[src/sv/nmrr_pkg.sv]
package nmrr_pkg;

  // transfer phases
  typedef enum logic [3:0] {
    PH_IDLE      = 4'd0,
    PH_NIB_START = 4'd1,
    PH_ACK_LOW   = 4'd2,
    PH_ACK_HIGH  = 4'd3,
    PH_TERM_LOW  = 4'd4,
    PH_TERM_HIGH = 4'd5
  } nmrr_phase_t;

  // end reasons reported in outcome
  localparam logic [2:0] OC_NONE       = 3'd0;
  localparam logic [2:0] OC_PERROR     = 3'd1;
  localparam logic [2:0] OC_NO_DATA    = 3'd2;
  localparam logic [2:0] OC_ACK_HIGH   = 3'd3;
  localparam logic [2:0] OC_TOTAL_TIME = 3'd4;

  // configuration register indexes
  localparam logic [1:0] CFG_LENGTH_LIMIT  = 2'd0;
  localparam logic [1:0] CFG_WAIT_TIMEOUT  = 2'd1;
  localparam logic [1:0] CFG_TOTAL_TIMEOUT = 2'd2;

  localparam logic [15:0] LENGTH_LIMIT_RST  = 16'd2047;
  localparam logic [31:0] WAIT_TIMEOUT_RST  = 32'd1000;
  localparam logic [31:0] TOTAL_TIMEOUT_RST = 32'd500;

  // status register bits
  localparam int unsigned ST_BUSY   = 7;
  localparam int unsigned ST_ACK    = 6;
  localparam int unsigned ST_PERROR = 5;

  typedef struct packed {
    logic       start_req;
    logic [7:0] status;
  } nmrr_in_t;

  typedef struct packed {
    logic        autofeed_bit;
    logic        select_in_bit;
    logic [7:0]  data_byte;
    logic        byte_valid;
    logic        byte_stored;
    logic        busy_res;
    logic        done_res;
    logic [2:0]  outcome;
    logic [15:0] byte_count;
  } nmrr_out_t;

  typedef struct packed {
    logic [15:0] length_limit;
    logic [31:0] wait_timeout_ticks;
    logic [31:0] total_timeout_ticks;
  } nmrr_cfg_t;

  typedef struct packed {
    nmrr_phase_t phase;
    logic [31:0] wait_cnt;
    logic [31:0] elapsed;
    logic [3:0]  low_nib;
    logic        nib_odd;
    logic [3:0]  cur_nib;
    logic [15:0] rcv_cnt;
    logic [2:0]  end_reason;
    logic        autofeed;
    logic        select_in;
  } nmrr_state_t;

endpackage

[src/sv/nmrr_step.sv]
module nmrr_step import nmrr_pkg::*; (
  input  nmrr_cfg_t   cfg,
  input  nmrr_state_t cur,
  input  nmrr_in_t    beat,
  output nmrr_state_t nxt,
  output nmrr_out_t   res
);

  logic [31:0] wait_inc;
  logic        wait_miss;
  logic        active;
  logic        done;
  logic        valid;
  logic        stored;
  logic [7:0]  data;
  logic        ack;
  logic        busy;

  assign ack  = beat.status[ST_ACK];
  assign busy = beat.status[ST_BUSY];

  // saturating wait count and its timeout check
  assign wait_inc  = (cur.wait_cnt != '1) ? cur.wait_cnt + 32'd1 : cur.wait_cnt;
  assign wait_miss = (wait_inc >= cfg.wait_timeout_ticks);

  // one tick of the handshake sequencer
  always_comb begin
    nxt    = cur;
    active = 1'b1;
    done   = 1'b0;
    valid  = 1'b0;
    stored = 1'b0;
    data   = 8'd0;
    unique case (cur.phase)
      PH_NIB_START: begin
        if (cur.elapsed < cfg.total_timeout_ticks) begin
          nxt.autofeed = 1'b1;
          nxt.wait_cnt = '0;
          nxt.phase    = PH_ACK_LOW;
        end else begin
          nxt.end_reason = OC_TOTAL_TIME;
          nxt.autofeed   = 1'b0;
          nxt.select_in  = 1'b1;
          nxt.wait_cnt   = '0;
          nxt.phase      = PH_TERM_LOW;
        end
      end
      PH_ACK_LOW: begin
        if (!ack) begin
          nxt.cur_nib  = {~busy, beat.status[5:3]};
          nxt.autofeed = 1'b0;
          nxt.wait_cnt = '0;
          nxt.phase    = PH_ACK_HIGH;
        end else if (wait_miss) begin
          nxt.end_reason = OC_NO_DATA;
          nxt.autofeed   = 1'b0;
          nxt.select_in  = 1'b1;
          nxt.wait_cnt   = '0;
          nxt.phase      = PH_TERM_LOW;
        end else begin
          nxt.wait_cnt = wait_inc;
        end
      end
      PH_ACK_HIGH: begin
        if (ack) begin
          if (cur.nib_odd) begin
            data        = {cur.cur_nib, cur.low_nib};
            valid       = 1'b1;
            stored      = (cur.rcv_cnt < cfg.length_limit);
            nxt.rcv_cnt = (cur.rcv_cnt != '1) ? cur.rcv_cnt + 16'd1 : cur.rcv_cnt;
            nxt.nib_odd = 1'b0;
            if (beat.status[ST_PERROR]) begin
              nxt.end_reason = OC_PERROR;
              nxt.autofeed   = 1'b0;
              nxt.select_in  = 1'b1;
              nxt.wait_cnt   = '0;
              nxt.phase      = PH_TERM_LOW;
            end else begin
              nxt.phase = PH_NIB_START;
            end
          end else begin
            nxt.low_nib = cur.cur_nib;
            nxt.nib_odd = 1'b1;
            nxt.phase   = PH_NIB_START;
          end
        end else if (wait_miss) begin
          nxt.end_reason = OC_ACK_HIGH;
          nxt.autofeed   = 1'b0;
          nxt.select_in  = 1'b1;
          nxt.wait_cnt   = '0;
          nxt.phase      = PH_TERM_LOW;
        end else begin
          nxt.wait_cnt = wait_inc;
        end
      end
      PH_TERM_LOW: begin
        if (!busy) begin
          nxt.autofeed = 1'b1;
          nxt.wait_cnt = '0;
          nxt.phase    = PH_TERM_HIGH;
        end else begin
          nxt.wait_cnt = wait_inc;
          done         = wait_miss;
        end
      end
      PH_TERM_HIGH: begin
        if (busy) begin
          nxt.autofeed  = 1'b0;
          nxt.select_in = 1'b1;
          done          = 1'b1;
        end else begin
          nxt.wait_cnt = wait_inc;
          if (wait_miss) begin
            nxt.autofeed  = 1'b0;
            nxt.select_in = 1'b1;
            done          = 1'b1;
          end
        end
      end
      default: begin
        active    = 1'b0;
        nxt.phase = PH_IDLE;
        if (beat.start_req) begin
          nxt.wait_cnt   = '0;
          nxt.elapsed    = '0;
          nxt.low_nib    = '0;
          nxt.nib_odd    = 1'b0;
          nxt.cur_nib    = '0;
          nxt.rcv_cnt    = '0;
          nxt.end_reason = OC_NONE;
          nxt.phase      = PH_NIB_START;
        end
      end
    endcase

    // elapsed ticks count every active tick
    if (active && cur.elapsed != '1) begin
      nxt.elapsed = cur.elapsed + 32'd1;
    end
    if (done) begin
      nxt.phase = PH_IDLE;
    end
  end

  // result fields
  always_comb begin
    res.autofeed_bit  = nxt.autofeed;
    res.select_in_bit = nxt.select_in;
    res.data_byte     = data;
    res.byte_valid    = valid;
    res.byte_stored   = stored;
    res.busy_res      = (nxt.phase != PH_IDLE);
    res.done_res      = done;
    res.outcome       = done ? cur.end_reason : OC_NONE;
    res.byte_count    = nxt.rcv_cnt;
  end

endmodule

[src/sv/nibble_mode_reverse_reader_unit.sv]
// host side of a nibble-mode reverse read on a parallel port
// each input beat is one tick: a start pulse and the sampled status byte
// each input beat gives exactly one output beat with the control bits to
// drive (autofeed, select-in), any completed byte, busy/done and outcome
// input channel: in_valid/in_stall carrying in_data; output channel:
// out_valid/out_stall carrying out_data; the block stalls its source only
// when both its input register and its output register are full and
// out_stall is high
// each accepted beat is held in the input register, and its result is then
// registered in the result register and shown on out_data; one beat per
// cycle is sustained while out_stall stays low, since the sequencer update
// between the input register and the result register is combinational
// when out_stall is held, the result holds, one more beat is buffered in
// the input register and then in_stall rises
// configuration: cfg_we with cfg_index 0 length limit, 1 handshake wait
// timeout, 2 overall timeout; write only while the block is idle
// reset (rst_n low at a clock edge) empties both registers, puts the
// sequencer in idle with all counters zero and loads the register defaults
module nibble_mode_reverse_reader_unit import nmrr_pkg::*; (
  input  logic        clk,
  input  logic        rst_n,
  input  logic        in_valid,
  output logic        in_stall,
  input  nmrr_in_t    in_data,
  output logic        out_valid,
  input  logic        out_stall,
  output nmrr_out_t   out_data,
  input  logic        cfg_we,
  input  logic [1:0]  cfg_index,
  input  logic [31:0] cfg_wdata
);

  nmrr_cfg_t   cfg_r;
  nmrr_state_t state_r;
  nmrr_state_t state_nxt;
  nmrr_in_t    in_data_r;
  logic        in_valid_r;
  logic        out_valid_r;
  nmrr_out_t   out_data_r;
  nmrr_out_t   res_nxt;
  logic        advance;

  // configuration registers
  always_ff @(posedge clk) begin
    if (!rst_n) begin
      cfg_r.length_limit        <= LENGTH_LIMIT_RST;
      cfg_r.wait_timeout_ticks  <= WAIT_TIMEOUT_RST;
      cfg_r.total_timeout_ticks <= TOTAL_TIMEOUT_RST;
    end else if (cfg_we) begin
      unique case (cfg_index)
        CFG_LENGTH_LIMIT:  cfg_r.length_limit        <= cfg_wdata[15:0];
        CFG_WAIT_TIMEOUT:  cfg_r.wait_timeout_ticks  <= cfg_wdata;
        CFG_TOTAL_TIMEOUT: cfg_r.total_timeout_ticks <= cfg_wdata;
        default: ;
      endcase
    end
  end

  // pipeline flow control
  assign advance  = in_valid_r && (!out_valid_r || !out_stall);
  assign in_stall = in_valid_r && out_valid_r && out_stall;

  // input register
  always_ff @(posedge clk) begin
    if (!rst_n) begin
      in_valid_r <= 1'b0;
    end else if (!in_stall) begin
      in_valid_r <= in_valid;
    end
  end

  always_ff @(posedge clk) begin
    if (!in_stall) begin
      in_data_r <= in_data;
    end
  end

  nmrr_step u_step (
    .cfg  (cfg_r),
    .cur  (state_r),
    .beat (in_data_r),
    .nxt  (state_nxt),
    .res  (res_nxt)
  );

  // sequencer state
  always_ff @(posedge clk) begin
    if (!rst_n) begin
      state_r <= '{phase: PH_IDLE, end_reason: OC_NONE, default: '0};
    end else if (advance) begin
      state_r <= state_nxt;
    end
  end

  // result register
  always_ff @(posedge clk) begin
    if (!rst_n) begin
      out_valid_r <= 1'b0;
    end else if (advance) begin
      out_valid_r <= 1'b1;
    end else if (!out_stall) begin
      out_valid_r <= 1'b0;
    end
  end

  always_ff @(posedge clk) begin
    if (advance) begin
      out_data_r <= res_nxt;
    end
  end

  assign out_valid = out_valid_r;
  assign out_data  = out_data_r;

endmodule

[config.mk]
export PLATFORM = sky130hd
export DESIGN_NAME = nibble_mode_reverse_reader_unit
export DESIGN_NICKNAME = d
export VERILOG_FILES = /design/src/sv/nmrr_pkg.sv /design/src/sv/nmrr_step.sv /design/src/sv/nibble_mode_reverse_reader_unit.sv
export SDC_FILE = /design/constraint.sdc
export NUM_CORES = 1
export LEC_CHECK = 0
export ABC_AREA = 1
export BUFFER_PORTS_ARGS = -buffer_cell sky130_fd_sc_hd__buf_2
export CORE_MARGIN = 2
export CORE_UTILIZATION = 45
export CTS_CLUSTER_SIZE = 20
export DETAILED_ROUTE_END_ITERATION = 6
export PLACE_DENSITY = 0.61
export SETUP_SLACK_MARGIN = 0.05
export SYNTH_ARGS = -nofsm -noshare
export SYNTH_HDL_FRONTEND = slang
export SYNTH_SLANG_ARGS = --single-unit
export TNS_END_PERCENT = 5
[constraint.sdc]
create_clock -name clk -period 4.5 [get_ports clk]
set_clock_uncertainty 0.05 [all_clocks]
set_input_delay 0.225 -clock clk [delete_from_list [all_inputs] [get_ports clk]]
set_output_delay 0.225 -clock clk [all_outputs]
set_load 0.02 [all_outputs]
==> results_dict.tcl <==
set metrics [dict create \
    pwr-share-seq 0.454 \
    swShare 0.2504 \
    die_w_um 171.2 \
    avgSynthCellArea_um2 7.141 \
    cp.required_ns 4.89 \
    place_congestion 0.9218 \
    drc_errors 0 \
    yosysSeqAreaShare 0.3795 \
    worst_pin_slew_ns 0.7992 \
    critPathMaxFanout 32 \
    critPathArrivalTime_ns 4.32 \
    max-vdd-ir-drop_mv 0.2939 \
    power.leakage_nw 5.941 \
    p_per_area_mw_per_mm2 315.4 \
    cts_tree "yes" \
    hold_start "cfg_wdata[12]" \
    area_growth_pct 15.19 \
    reg2reg_from "state_r[62]" \
    start_util 0.4554 \
    p_switching_mw 1.145 \
    grt_antenna_before_repair 1 \
    drtPass1Iterations 6 \
    fin_tns_setup_ns 0 \
    hold_end "cfg_r[76]" \
    vias 11615 \
    grt-ovfl-total 0 \
    synthArstFlopShare 0 \
    cp_common_cell "nand2_1" \
    seqCellArea_mm2 0.004775 \
    synth-seq-cells 219 \
    drive_gt1_frac 0.08649 \
    rsz0062_at_grt "false" \
    clock-sinks 219 \
    drv_slew 0 \
    whs_path_depth 3 \
    die-area_mm2 0.02931 \
    p_clk_frac 0.444 \
    drtAntennaViolNets 0 \
    io_pins 83 \
    core-area_mm2 0.02763 \
    r2r_setup_slack_ns 0.57 \
    whs_ns 0.03613 \
    synth_ff_type "dfxtp_1" \
    cts_buffers 25 \
    period_share 0.8732 \
    status "finished, final reports clean" \
    num-fill-cells 2823 \
    relSlewSlack 0.4672 \
    rr_endpoint "state_r[84]" \
    max_freq_mhz 254.5 \
    netlist_area_mm2 0.01258 \
    power_frac_comb 0.102 \
    rows 61 \
    vias_per_cell 5.158 \
    reg2reg_depth 20 \
    nNetsFinal 1986 \
    cp_slowest_stage_delay_ns 0.40 \
    avgRoutedWirePerCell_um 14.93 \
    synth_edf_count 39 \
    grt_pass1_vias 10935 \
    synthCells 1762 \
    clk_latency_ns 0.53 \
    grt_usage 0.2343 \
    setup_viol 0 \
    dieHeight_um 171.2 \
    htree_levels 1 \
    cts_setup_buffers 0 \
    crit_chain "ha_1 > inv_1 > nor3_1 > nand2_1 > nor2_1 > nand2_4 > o21ai_0 > ha_1 > a21oi_1 > nor2_1 > nor2_1 > nand2_1 > nand2_1 > nand2_1 > nand2_1 > nand2_1 > o21ai_2 > buf_12 > nand3_1 > a21oi_1" \
    power_mw 4.572 \
    maxCapViolCount 0 \
    finalHoldViolCount 0 \
    multi_input_comb_area_mm2 0.006716 \
    hold_path.class "in -> reg" \
    numPlacedInstances 2170 \
    grt_pass1_wl_um 55630 \
    worstSetupPathType "reg -> reg" \
    ys_warn_count 0 \
    root_buffer "clkbuf_16" \
    grt_max_degree 82 \
    finalNonFillerCells 2252 \
    clk_pin_slew_ns 0.06 \
    start_kind "register" \
    drtIter0Drc 678 \
    clockBufferDepth 3 \
    ys_types 44 \
    syn-num-nets 1891 \
    crit_slowest_cell "dfxtp_1" \
    min_period_ns 3.929 \
    routed_wl_um 33620 \
    internal_power_mw 3.427 \
    hpwl_um 24410 \
    cp-end-kind "register" \
    portBuffers 79 \
]
[state kept, by name, summed over array words and instances, names as in the netlist]
register	flops
in_valid_r	1
out_data	33
state_r	98
cfg_r	80
out_valid	1
in_data_r	6
[cells in the final DEF (no fill, tap or decap), types with 2 or more instances in the layout]
| cell | instances |
|---|---|
| clkbuf_1 | 5 |
| nand2_4 | 3 |
| nor4_1 | 17 |
| nand3_2 | 2 |
| edfxtp_1 | 39 |
| ha_1 | 81 |
| nand2_2 | 3 |
| o21a_1 | 5 |
| clkbuf_8 | 10 |
| dfxtp_1 | 180 |
| o2111ai_1 | 2 |
| o211ai_1 | 34 |
| xor2_1 | 36 |
| a21oi_1 | 189 |
| clkbuf_16 | 25 |
| o21ai_1 | 2 |
| a31oi_1 | 2 |
| o21bai_1 | 7 |
| nor2_2 | 2 |
| inv_2 | 12 |
| xnor2_1 | 23 |
| nor2_4 | 3 |
| o21ai_0 | 106 |
| buf_4 | 12 |
| nand3_1 | 85 |
| dlygate4sd3_1 | 38 |
| inv_1 | 203 |
| nand2_1 | 433 |
| o31ai_1 | 2 |
| nor2_1 | 152 |
| nor3_1 | 42 |
| clkinv_2 | 2 |
| buf_2 | 79 |
| nand4_1 | 22 |
[critical path: cells and delay by family, from the launching register on]
| kind | cells | cell delay, ns |
|---|---|---|
| compound gates | 4 | 0.80 |
| fa+ha+maj | 2 | 0.58 |
| buf+inv | 2 | 0.28 |
| flops | 1 | 0.40 |
| simple gates | 12 | 1.72 |
[synth_stat cells, types with 2 or more instances]
master | n | area (µm²)
edfxtp_1 | 39 | 1171
xor2_1 | 36 | 315.3
nand3_1 | 85 | 425.4
nor4_1 | 17 | 106.4
o31ai_1 | 2 | 15.01
nor3_1 | 42 | 210.2
nand3_2 | 2 | 20.02
clkbuf_1 | 38 | 142.6
dfxtp_1 | 180 | 3603
inv_1 | 203 | 762.0
inv_2 | 11 | 41.29
o21a_1 | 5 | 37.54
o2111ai_1 | 2 | 17.52
clkinv_1 | 2 | 7.510
nand4_1 | 22 | 137.6
ha_1 | 81 | 1013
o21bai_1 | 7 | 52.55
nor2_2 | 2 | 12.51
a31oi_1 | 2 | 12.51
a21oi_1 | 189 | 945.9
buf_1 | 3 | 11.26
nand2_4 | 2 | 22.52
nand2_1 | 433 | 1625
buf_4 | 4 | 30.03
xnor2_1 | 23 | 201.4
o211ai_1 | 34 | 255.2
o21ai_1 | 3 | 15.01
nand2_2 | 4 | 25.02
nor2_1 | 153 | 574.3
nor2_4 | 2 | 22.52
o21ai_0 | 106 | 530.5
buf_6 | 3 | 33.78
buf_2 | 14 | 70.07
[how the worst max path moves through the flow]
stage                     cells past startpoint         from           end
after CTS                                    20  state_r[62]   state_r[84]
after global routing                         21  state_r[62]    state_r[2]
after floorplan                              16  state_r[62]  out_data[19]
final                                        20  state_r[62]   state_r[84]
after detailed placement                     20  state_r[62]   state_r[84]
after global placement                       22  state_r[62]    state_r[2]
[stage by stage]
step	utilization	setup WS, ns	instance area [µm²]
after floorplan	-	1.201	12580
after global placement	0.4808	0.5076	13280
after detailed placement	0.4808	0.4465	13280
after CTS	0.5243	0.4187	14490
after global routing	0.5246	0.1544	14490
final	0.5246	0.5708	14490
[layout make-up]
cell class | instances | area share
antenna | 1 | 0.0001727
clock buffer | 40 | 0.05395
clock inverter | 3 | 0.002762
inverter | 217 | 0.05654
multi-input combinational | 1264 | 0.4634
sequential | 219 | 0.3294
tap | 378 | 0.03263
timing repair buffer | 130 | 0.06112
[power by group through the flow]
stage / combinational (mW) / sequential [mW] / clock [mW]
after global placement: 0.436 / 2.12 / 0
after floorplan: 0.292 / 2.13 / 0
final: 0.465 / 2.08 / 2.03
after CTS: 0.469 / 2.08 / 2.09
after global routing: 0.524 / 2.08 / 2.16
after detailed placement: 0.442 / 2.12 / 0
[cells by family (layout without fill, tap and decap cells)]
kind of cell / count (synthesis) / in the layout / share of synthesized area
adder cells (fa/ha/maj): 81 / 81 / 0.08055
AO/OA/AOI/OAI: 354 / 354 / 0.1521
buffers and inverters: 279 / 390 / 0.08801
other: 0 / 1 / 0
XOR/XNOR: 59 / 59 / 0.04107
flip-flops: 219 / 219 / 0.3795
AND/OR/NAND/NOR: 770 / 770 / 0.2588
[timing repair]
item / in CTS / in global routing
resized for setup: 0 / 1
endpoints found under the hold margin: 57 / 0
setup endpoints to repair: 0 / 2
hold buffers: 38 / 0
[metal layers]
metal / vias to the layer above / routed length [µm] / track usage
li1: 5995 / - / -
met1: 5322 / 15400 / 0.3006
met2: 229 / 15960 / 0.4108
met3: 69 / 1278 / 0.02899
met4: 0 / 980 / 0.07185
met5: - / 0 / 0
Note: power is estimated with default switching activity, not from simulation.
